$ cat config.mk
export PLATFORM = sky130hd
export DESIGN_NAME = cartridge_protection_bank_regs
export DESIGN_NICKNAME = d
export VERILOG_FILES = /design/src/cpbr_pkg.sv /design/src/cartridge_protection_bank_regs.sv /design/src/cpbr_ctrl.sv /design/src/cpbr_dp.sv
export SDC_FILE = /design/constraint.sdc
export NUM_CORES = 1
export LEC_CHECK = 0
export BUFFER_PORTS_ARGS = -buffer_cell sky130_fd_sc_hd__buf_2
export CORE_ASPECT_RATIO = 1.1
export CORE_MARGIN = 4
export CORE_UTILIZATION = 35
export CTS_BUF_LIST = sky130_fd_sc_hd__clkbuf_16
export CTS_CLUSTER_SIZE = 28
export DETAILED_ROUTE_END_ITERATION = 10
export HOLD_SLACK_MARGIN = 0.08
export SYNTH_ARGS = -nofsm -noshare
export SYNTH_HDL_FRONTEND = slang
export SYNTH_SLANG_ARGS = --single-unit
$ cat constraint.sdc
create_clock -name clk -period 2.36 [get_ports clk]
set_clock_uncertainty 0.15 [all_clocks]
set_input_delay 0.236 -clock clk [delete_from_list [all_inputs] [get_ports clk]]
set_output_delay 0.236 -clock clk [all_outputs]
set_load 0.01 [all_outputs]
$ cat src/cpbr_pkg.sv
// Shared types, constants and the key function of the protection bank registers.
// No dependencies; imported by the controller, the datapath and the top level.
`timescale 1ns / 1ps

package cpbr_pkg;

  // Address region codes, taken from addr[14:11]
  localparam logic [3:0] REG_BANK_LO = 4'b1001;  // 0x4800-0x4FFF
  localparam logic [3:0] REG_INDEX   = 4'b1010;  // 0x5000-0x57FF
  localparam logic [3:0] REG_LATCH   = 4'b1011;  // 0x5800-0x5FFF
  localparam logic [3:0] REG_BANK_HI = 4'b1101;  // 0x6800-0x6FFF

  // Access kinds
  localparam logic FUNC_WRITE = 1'b0;
  localparam logic FUNC_READ  = 1'b1;

  localparam logic [8:0] ROM_PAGES_RST = 9'd16;
  localparam logic [1:0] BANK_RST      = 2'd3;
  localparam logic [1:0] STEP_LAST     = 2'd3;
  localparam int         NUM_LANES     = 4;

  typedef enum logic [1:0] {
    ST_IDLE,
    ST_DIV,
    ST_DONE
  } cpbr_state_t;

  typedef struct packed {
    logic       accept;
    logic       step_en;
    logic [1:0] step;
    logic       load_out;
  } cpbr_cmd_t;

  typedef struct packed {
    logic out_free;
  } cpbr_sts_t;

  // XOR key derived from the index byte
  function automatic logic [7:0] prot_key(input logic [7:0] idx);
    logic [7:0] base;
    logic [7:0] flip;
    base = idx[6] ? 8'h00 : 8'h59;
    flip = 8'h00;
    if (idx[3] ^ idx[6]) begin
      if (idx[1]) flip = flip | 8'h40;
      if (idx[0]) flip = flip | 8'h10;
      if (idx[4]) flip = flip | 8'h08;
      if (idx[7]) flip = flip | 8'h01;
    end
    return base ^ flip;
  endfunction

endpackage

$ cat src/cartridge_protection_bank_regs.sv
// Protection and bank registers of a cartridge board: one CPU bus access per
// transaction, one result per access. The bank, index and latch registers
// update at the accept edge. Four restoring steps of the page modulo follow
// (all four pages in parallel lanes, one dividend bit a step), and then the
// output register is loaded. The input is ready again in the cycle after the
// load, so a new access is taken only once the last one is through. A result
// still waiting in the output register holds the next load back, and with it
// the input.
// Depends on cpbr_pkg, cpbr_ctrl and cpbr_dp.
`timescale 1ns / 1ps

module cartridge_protection_bank_regs
  import cpbr_pkg::*;
(
  input  logic        clk,
  input  logic        rst_n,
  input  logic        in_tvalid,
  output logic        in_tready,
  input  logic [23:0] in_tdata,    // addr[14:0], wdata[22:15], zero pad
  input  logic [0:0]  in_tuser,    // func[0]
  output logic        out_tvalid,
  input  logic        out_tready,
  output logic [47:0] out_tdata,   // rdata, prg_bank, page0..page3, zero pad
  output logic [0:0]  out_tuser,   // read_hit[0]
  input  logic        cfg_wr_en,
  input  logic [8:0]  cfg_wr_data  // rom_pages
);

  cpbr_cmd_t  cmd;
  cpbr_sts_t  sts;
  logic [7:0] rdata;
  logic       read_hit;
  logic [1:0] prg_bank;
  logic [8:0] page0, page1, page2, page3;

  cpbr_ctrl u_ctrl (
    .clk       (clk),
    .rst_n     (rst_n),
    .in_tvalid (in_tvalid),
    .in_tready (in_tready),
    .sts       (sts),
    .cmd       (cmd)
  );

  cpbr_dp u_dp (
    .clk          (clk),
    .rst_n        (rst_n),
    .cmd          (cmd),
    .sts          (sts),
    .in_func      (in_tuser[0]),
    .in_addr      (in_tdata[14:0]),
    .in_wdata     (in_tdata[22:15]),
    .cfg_wr_en    (cfg_wr_en),
    .cfg_wr_data  (cfg_wr_data),
    .out_tready   (out_tready),
    .out_tvalid   (out_tvalid),
    .out_rdata    (rdata),
    .out_read_hit (read_hit),
    .out_prg_bank (prg_bank),
    .out_page0    (page0),
    .out_page1    (page1),
    .out_page2    (page2),
    .out_page3    (page3)
  );

  // Pack the result transaction
  assign out_tdata = {2'b00, page3, page2, page1, page0, prg_bank, rdata};
  assign out_tuser = read_hit;

endmodule

$ cat src/cpbr_ctrl.sv
// Controller of the protection bank registers: sequences accept, modulo steps
// and output load. Depends on cpbr_pkg.
`timescale 1ns / 1ps

module cpbr_ctrl
  import cpbr_pkg::*;
(
  input  logic      clk,
  input  logic      rst_n,
  input  logic      in_tvalid,
  output logic      in_tready,
  input  cpbr_sts_t sts,
  output cpbr_cmd_t cmd
);

  cpbr_state_t state_r, state_nxt;
  logic [1:0]  step_r, step_nxt;

  // State and step counter
  always_ff @(posedge clk) begin
    if (!rst_n) begin
      state_r <= ST_IDLE;
      step_r  <= '0;
    end else begin
      state_r <= state_nxt;
      step_r  <= step_nxt;
    end
  end

  // Next state
  always_comb begin
    state_nxt = state_r;
    step_nxt  = step_r;
    unique case (state_r)
      ST_IDLE: begin
        step_nxt = '0;
        if (in_tvalid) state_nxt = ST_DIV;
      end
      ST_DIV: begin
        step_nxt = step_r + 2'd1;
        if (step_r == STEP_LAST) state_nxt = ST_DONE;
      end
      ST_DONE: begin
        if (sts.out_free) state_nxt = ST_IDLE;
      end
      default: state_nxt = ST_IDLE;
    endcase
  end

  // Outputs
  always_comb begin
    in_tready    = 1'b0;
    cmd.accept   = 1'b0;
    cmd.step_en  = 1'b0;
    cmd.step     = step_r;
    cmd.load_out = 1'b0;
    unique case (state_r)
      ST_IDLE: begin
        in_tready  = 1'b1;
        cmd.accept = in_tvalid;
      end
      ST_DIV:  cmd.step_en = 1'b1;
      ST_DONE: cmd.load_out = sts.out_free;
      default: ;
    endcase
  end

endmodule

$ cat src/cpbr_dp.sv
// Datapath of the protection bank registers: bank, index and latch state,
// four restoring modulo lanes and the output register. Depends on cpbr_pkg.
`timescale 1ns / 1ps

module cpbr_dp
  import cpbr_pkg::*;
(
  input  logic       clk,
  input  logic       rst_n,
  input  cpbr_cmd_t  cmd,
  output cpbr_sts_t  sts,
  input  logic       in_func,
  input  logic [14:0] in_addr,
  input  logic [7:0] in_wdata,
  input  logic       cfg_wr_en,
  input  logic [8:0] cfg_wr_data,
  input  logic       out_tready,
  output logic       out_tvalid,
  output logic [7:0] out_rdata,
  output logic       out_read_hit,
  output logic [1:0] out_prg_bank,
  output logic [8:0] out_page0,
  output logic [8:0] out_page1,
  output logic [8:0] out_page2,
  output logic [8:0] out_page3
);

  logic [8:0] rom_pages_r;
  logic [7:0] latch_r [4];
  logic [7:0] xor_index_r;
  logic [1:0] bank_r;
  logic [7:0] rdata_r;
  logic       hit_r;
  logic [3:0] rem_r [NUM_LANES];
  logic [3:0] rem_nxt [NUM_LANES];
  logic       out_valid_r;
  logic [7:0] out_rdata_r;
  logic       out_hit_r;
  logic [1:0] out_bank_r;
  logic [8:0] out_page_r [NUM_LANES];

  logic [3:0] region;
  logic       is_latch, is_index, is_bank;
  logic [1:0] bank_nxt;

  assign region   = in_addr[14:11];
  assign is_latch = (region == REG_LATCH);
  assign is_index = (region == REG_INDEX);
  assign is_bank  = (region == REG_BANK_LO) || (region == REG_BANK_HI);

  // New bank value for this transaction
  always_comb begin
    bank_nxt = bank_r;
    if (in_func == FUNC_WRITE && is_bank) bank_nxt = {in_wdata[4], in_wdata[0]};
  end

  // Page count register
  always_ff @(posedge clk) begin
    if (!rst_n) rom_pages_r <= ROM_PAGES_RST;
    else if (cfg_wr_en) rom_pages_r <= cfg_wr_data;
  end

  // Bank, index and latch state, updated on an accepted transaction
  always_ff @(posedge clk) begin
    if (!rst_n) begin
      bank_r      <= BANK_RST;
      xor_index_r <= '0;
      for (int i = 0; i < 4; i++) latch_r[i] <= '0;
    end else if (cmd.accept) begin
      bank_r <= bank_nxt;
      if (in_func == FUNC_WRITE && is_index) xor_index_r <= in_wdata;
      if (in_func == FUNC_WRITE && is_latch)
        latch_r[in_addr[1:0]] <= in_wdata ^ prot_key(xor_index_r);
    end
  end

  // Read answer, captured at accept
  always_ff @(posedge clk) begin
    if (cmd.accept) begin
      hit_r   <= (in_func == FUNC_READ) && is_latch;
      rdata_r <= ((in_func == FUNC_READ) && is_latch) ? latch_r[in_addr[1:0]] : 8'h00;
    end
  end

  // One restoring step per lane: shift in the next dividend bit, subtract if it fits
  always_comb begin
    for (int k = 0; k < NUM_LANES; k++) begin
      logic [3:0] dvd;
      logic [4:0] trial;
      dvd   = {bank_r, 2'(k)};
      trial = {rem_r[k], dvd[STEP_LAST - cmd.step]};
      if ({4'b0, trial} >= rom_pages_r) rem_nxt[k] = 4'(trial - rom_pages_r[4:0]);
      else rem_nxt[k] = trial[3:0];
    end
  end

  always_ff @(posedge clk) begin
    for (int k = 0; k < NUM_LANES; k++) begin
      if (cmd.accept) rem_r[k] <= '0;
      else if (cmd.step_en) rem_r[k] <= rem_nxt[k];
    end
  end

  // Output register: hold until taken, load when free
  assign sts.out_free = !out_valid_r || out_tready;

  always_ff @(posedge clk) begin
    if (!rst_n) out_valid_r <= 1'b0;
    else if (cmd.load_out) out_valid_r <= 1'b1;
    else if (out_tready) out_valid_r <= 1'b0;
  end

  always_ff @(posedge clk) begin
    if (cmd.load_out) begin
      out_rdata_r <= rdata_r;
      out_hit_r   <= hit_r;
      out_bank_r  <= bank_r;
      for (int k = 0; k < NUM_LANES; k++)
        out_page_r[k] <= (rom_pages_r == 9'd0) ? 9'd0 : {5'b0, rem_r[k]};
    end
  end

  assign out_tvalid   = out_valid_r;
  assign out_rdata    = out_rdata_r;
  assign out_read_hit = out_hit_r;
  assign out_prg_bank = out_bank_r;
  assign out_page0    = out_page_r[0];
  assign out_page1    = out_page_r[1];
  assign out_page2    = out_page_r[2];
  assign out_page3    = out_page_r[3];

endmodule

# After elaboration in Yosys (flattened, before gate mapping)
# Memory sizes are Yosys's and may differ from the RTL's. A register that Yosys moved wholly into a read port is not among the register bits.
# Cells that the tools add are included.
totals:
  regBits: 36
  elab_cells: 113
  ram_bits: 64
  memories: 3
  in_bits: 39
mem_list:
  columns: ["memory", "depth", "word_bits", "rd", "rd_ports_with_merged_regs", "write_ports", "line", "rtl"]
  rows:
  - ["u_dp.latch_r", 4, 8, 1, 1, 4, "cpbr_dp.sv:29", "logic [7:0] latch_r [4];"]
  - ["u_dp.out_page_r", 4, 4, 4, 0, 4, "cpbr_dp.sv:40", "logic [8:0] out_page_r [NUM_LANES];"]
  - ["u_dp.rem_r", 4, 4, 4, 0, 4, "cpbr_dp.sv:34", "logic [3:0] rem_r [NUM_LANES];"]
classes:
  muxes: 55
  magnitude_cmp: 5
  n_reduce_logical: 16
  eq_ne: 10
  n_bitwise: 8
  addsub: 6
op_table:
  columns: ["cell", "n"]
  rows:
  - ["$mux 4", 13]
  - ["$ge 5x9->1", 4]
  - ["$mux 8", 4]
  - ["$mux 1", 24]
  - ["$mux 7", 3]
  - ["$eq 4x4->1 const B", 4]
  - ["$sub 4x4->4", 4]
  - ["$xor 8x8->8", 2]
  - ["$logic_not 9->1", 1]
  - ["$bmux 1 s2", 4]
  - ["$mux 2", 4]
  - ["$reduce_or 8->1", 1]
  - ["$pmux 2 s3", 1]
  - ["$mux 5", 1]
  - ["$eq 2x2->1 const B", 2]
  - ["$logic_and 1x1->1", 4]
  - ["$ne 2x1->1 const B", 2]
  - ["$or 1x1->1", 4]
  - ["$pmux 2 s2", 1]
  - ["$reduce_and 2->1", 2]
  - ["$reduce_bool 2->1", 2]
  - ["$lt 2x3->1 const B", 1]
  - ["$reduce_and 3->1", 1]
  - ["$add 2x1->2 const B", 1]
  - ["8 further kinds", 10]

# Logic depth before layout (Yosys ltp)
logic_depth:
  ltp_word: 11
  mapped_depth: 9

# Cells and area by module
# From an unflattened synthesis, not the netlist that was laid out.
unflattened:
  hier_cells: 442
  hier_area_um2: 5346.4
modules_own_cells:
  columns: ["mod", "seq_area_each_um2", "area_per_inst_um2", "instances", "cells_per_inst"]
  rows:
  - ["cpbr_dp", 2882.8, 5129.9, 1, 416]
  - ["cpbr_ctrl", 80.1, 197.7, 1, 23]
  - ["cartridge_protection_bank_regs", 0.0, 18.8, 1, 3]

# Worst setup path before layout
# OpenSTA, ideal clock, no wires.
synth_timing:
  path_kind: "flip-flop to flip-flop"
  from: "register u_ctrl.state_r[1]"
  to: "memory u_dp.out_page_r[0][0] (netlist name), enable pin"
  stages_incl_launch_ff: 3
  path_slack_ns: 0.050
  t_arrival_ns: 1.746
  required_time_ns: 1.796
  synth_period_minus_slack_ns: 2.310
  cell_sequence: "dfxtp_1 nand2b_1 nor2b_1"
synth_rtl:
  columns: ["item", "line", "rtl"]
  rows:
  - ["start: declaration", "cpbr_ctrl.sv:16", "cpbr_state_t state_r, state_nxt;"]
  - ["start signal: assignment", "cpbr_ctrl.sv:25", "state_r <= state_nxt;"]
  - ["end: declaration", "cpbr_dp.sv:40", null]

==> impl_metrics.json <==
{
  "criticalPathCategory": "reg2reg",
  "layout.cells.most_common": "edfxtp_1",
  "first_pass_iters": 4,
  "grt_start_max_net_pins": 29,
  "path_cells": "buf_4 > nand2b_1 > o21ai_1 > inv_1 > ha_1 > nand2b_1 > a31oi_2 > buf_4 > o21a_1 > o31ai_1",
  "internal-power_uw": 3164,
  "insertion_delay_ps": 350,
  "hp-class": "in2reg",
  "synth_cells": 446,
  "syn-mean-instance-area_um2": 12.07,
  "cts_buffer_depth": 2,
  "ys.flop_type": "edfxtp_1",
  "reg2reg_slack_ps": 120,
  "worst_r2r_endpoint": "u_dp.rem_r[1][3]$_SDFFCE_PN0P_",
  "worst_rel_slew_slack_pct": 63.50,
  "p_switching_uw": 1144,
  "tritoncts": "yes",
  "period_share_pct": 95.07,
  "core_area_um2": 15050,
  "crit_path_top_delay_cell": "dfxtp_2",
  "final_period_minus_worst_setup_slack_ps": 2244,
  "postSynthRegisterBits": 106,
  "io_buffers": 57,
  "worstSetupStartpointType": "register",
  "synth-seq-area-share_pct": 55.02,
  "cts.htree.levels": 3,
  "std_cell_rows": 47,
  "critical_path.startpoint": "u_ctrl.step_r[0]$_SDFFE_PN0P_",
  "path_delay_family": "compound AO/OA/AOI/OAI gates",
  "power.switching_fraction_pct": 26.56,
  "route.detailed.vias_per_inst": 4.678,
  "finalPower_uw": 4308,
  "cp.required_ps": 2310,
  "tritoncts.num_buffers": 9,
  "vdd.ir_drop.worst_uv": 303.8,
  "first_global_vias": 3449,
  "mostFrequentLayoutCells": "84 x edfxtp_1, 57 x buf_2, 37 x nand2_1",
  "die_w_um": 126.3,
  "result_of_the_run": "completed",
  "hold_path_end": "u_dp.rom_pages_r[4]$_SDFFE_PN1P_",
  "area_growth_pct": 19.77,
  "io_pins": 90,
  "fp.dieArea_um2": 17440,
  "instance_count_along_the_most_critical_hold_path": 3,
  "timing.final.max_slew_violations": 0,
  "arrival_ps": 2190,
  "post_cts.repair.setup_buffers": 0,
  "hold_path_startpoint": "cfg_wr_en",
  "max_cap_viol_count": 0,
  "initial_core_util_pct": 35.77,
  "drt-total-wl_mm": 10.59,
  "clockRootBuffer": "clkbuf_16",
  "globalRouteTotalUtil_pct": 12.27,
  "number_of_antenna_violations_at_the_first_check_in_global_routing": 0,
  "cp_max_fo": 4,
  "fmax_mhz": 445.7,
  "detail-route-antenna-nets": 0,
  "route.vias.total": 3462,
  "fin_tns_setup_ps": 0,
  "finalWeightedCongestion": 0.7945,
  "static-leakage-power_uw": 0.002595,
  "drt_first_iter_violations": 181,
  "finalSetupViolCount": 0,
  "dp_worst_setup_slack_ps": 57.03,
  "final.fill_count": 1458,
  "yosys_warnings": 0,
  "layout.core_utilization_pct": 42.84,
  "final_setup_slack_of_the_worst_path_ps": 116.5,
  "critical_path.endpoint_type": "register",
  "yosys.cell_types.count": 46,
  "hpwl_reported_at_the_end_of_detailed_placement_mm": 7.941,
  "cts_num_sinks": 106,
  "cell_area_after_synthesis_um2": 5385,
  "worstPathBufferInverterCount": 3,
  "share_seq_of_total_power_pct": 50.3,
  "die-height_um": 138.1,
  "finalHoldWorstSlack_ps": 166.2,
  "pwr-share-clk_pct": 34.9,
  "p_per_area_nw_per_um2": 667.9,
  "synth_async_sr_flop_share_pct": 0,
  "cpPeakStageDelay_ps": 330,
  "grt_remaining_overflow": 0,
  "grt_pass1_wl_mm": 17.33,
  "route.detailed.drc": 0,
  "tightestPinTransition_ps": 546.3,
  "rsz0062_at_grt": "yes",
  "path_clk_slew_ps": 70,
  "share_comb_of_total_power_pct": 14.8,
  "final_nets": 603,
  "n_antenna_cell": 0,
  "post_route_cells_drive_above_1_share_pct": 22.06,
  "worstRegToRegCells": 10,
  "timing.rr.start": "u_ctrl.step_r[0]$_SDFFE_PN0P_",
  "report.final.hold_viol_count": 0,
  "number_of_flops_mapped_to_enable_cells_by_yosys": 84,
  "drt-wirelength-per-cell_um": 14.31
}
[cells in the mapped netlist (2+ instances only)]
| cell | number | area (um2) |
|---|---|---|
| and3_1 | 9 | 56.30 |
| a31oi_1 | 4 | 25.02 |
| o21ai_2 | 2 | 17.52 |
| nor2b_1 | 25 | 156.4 |
| nor3_1 | 2 | 10.01 |
| fa_1 | 4 | 80.08 |
| a21boi_0 | 7 | 52.55 |
| mux2i_1 | 26 | 260.3 |
| o2111ai_1 | 4 | 35.03 |
| a21oi_1 | 4 | 20.02 |
| a21o_1 | 8 | 60.06 |
| dfxtp_1 | 22 | 440.4 |
| clkbuf_1 | 10 | 37.54 |
| xnor2_1 | 4 | 35.03 |
| and2b_1 | 3 | 22.52 |
| buf_2 | 4 | 20.02 |
| nand3_1 | 11 | 55.05 |
| o21ai_0 | 11 | 55.05 |
| nor2_1 | 32 | 120.1 |
| ha_1 | 21 | 262.8 |
| nand2_1 | 37 | 138.9 |
| xor2_1 | 4 | 35.03 |
| edfxtp_1 | 84 | 2522 |
| nand2b_1 | 17 | 106.4 |
| mux4_2 | 8 | 180.2 |
| inv_1 | 13 | 48.80 |
| and2_1 | 22 | 137.6 |
| and4b_1 | 2 | 20.02 |
| o31ai_1 | 4 | 30.03 |
| o21a_1 | 4 | 30.03 |
| buf_4 | 23 | 172.7 |
[power groups by stage]
stage	combinational [uW]	sequential, uW	clock (uW)
2_1_floorplan	459	2190	0
3_3_place_gp	573	2210	0
3_5_place_dp	600	2210	0
4_1_cts	623	2170	1550
5_1_grt	714	2180	1620
6_report	638	2170	1500
[stage by stage]
step,instances,area (um2)
after floorplan,467,5464
after detailed placement,706,5939
final,740,6450
after CTS,740,6421
after global placement,706,5939
after global routing,740,6450
[cells by family (layout without fill, tap and decap cells)]
kind of cell	count (synthesis)	after routing	synth area share [%]
xor+xnor	8	8	1.301
mux	35	35	8.387
buf+inv	50	127	5.181
flops	106	106	55.02
compound gates	51	51	6.482
other cells	1	22	0.06964
fa+ha+maj	25	25	6.366
simple gates	170	170	17.19
[final cells by class]
cell class | count | area, um2 | share of cell area (%)
sequential | 106 | 2964 | 45.96
multi-input combinational | 311 | 2252 | 34.92
timing repair buffer | 98 | 638.1 | 9.893
tap | 196 | 245.2 | 3.802
clock buffer | 9 | 225.2 | 3.492
clock inverter | 7 | 76.32 | 1.183
inverter | 13 | 48.80 | 0.7565
[worst max path at each step]
stage | end | slack (ps) | cells after the start
floorplan | u_dp.out_page_r[0][0]$_SDFFCE_PN0P_ | 50 | 2
global placement | u_dp.rem_r[1][1]$_SDFFCE_PN0P_ | 110 | 9
detailed placement | u_dp.rem_r[1][1]$_SDFFCE_PN0P_ | 60 | 9
CTS | u_dp.rem_r[1][1]$_SDFFCE_PN0P_ | 40 | 9
global route | u_dp.rem_r[0][6]$_SDFFCE_PN0P_ | -30 | 10
finish | u_dp.rem_r[1][3]$_SDFFCE_PN0P_ | 120 | 10
[flip-flops by register name, summed over array words and instances (netlist names)]
name / cells
u_dp.latch_r: 32
u_dp.out_page_r: 16
u_dp.rem_r: 16
u_dp.rom_pages_r: 9
u_dp.out_rdata: 8
u_dp.rdata_r: 8
u_dp.xor_index_r: 6
u_ctrl.state_r: 2
u_ctrl.step_r: 2
u_dp.bank_r: 2
u_dp.out_prg_bank: 2
u_dp.hit_r: 1
u_dp.out_read_hit: 1
u_dp.out_tvalid: 1
[per-layer routing]
layer	GRT usage, %	vias to the layer above	wire, um	share of wire [%]
li1	-	1737	-	-
met1	16.80	1642	4988	47
met2	19.50	73	5036	48
met3	1.775	10	396	3.7
met4	5.251	0	171	1.6
met5	0	-	0	0
[worst reg2reg max path, delay by kind of cell (launching register included)]
| family | cells | cell delay [ps] |
|---|---|---|
| AO/OA/AOI/OAI | 4 | 560 |
| adder cells (fa/ha/maj) | 1 | 280 |
| buffers and inverters | 3 | 340 |
| flip-flops | 1 | 330 |
| AND/OR/NAND/NOR | 2 | 330 |
[repair_timing]
item | 4_1_cts | 5_1_grt
hold buffers | 18 | 0
hold endpoints to repair | 34 | 0
resized for setup | 0 | 9
setup endpoints to repair | 0 | 15
No activity file was read; power rests on OpenSTA's default activity.
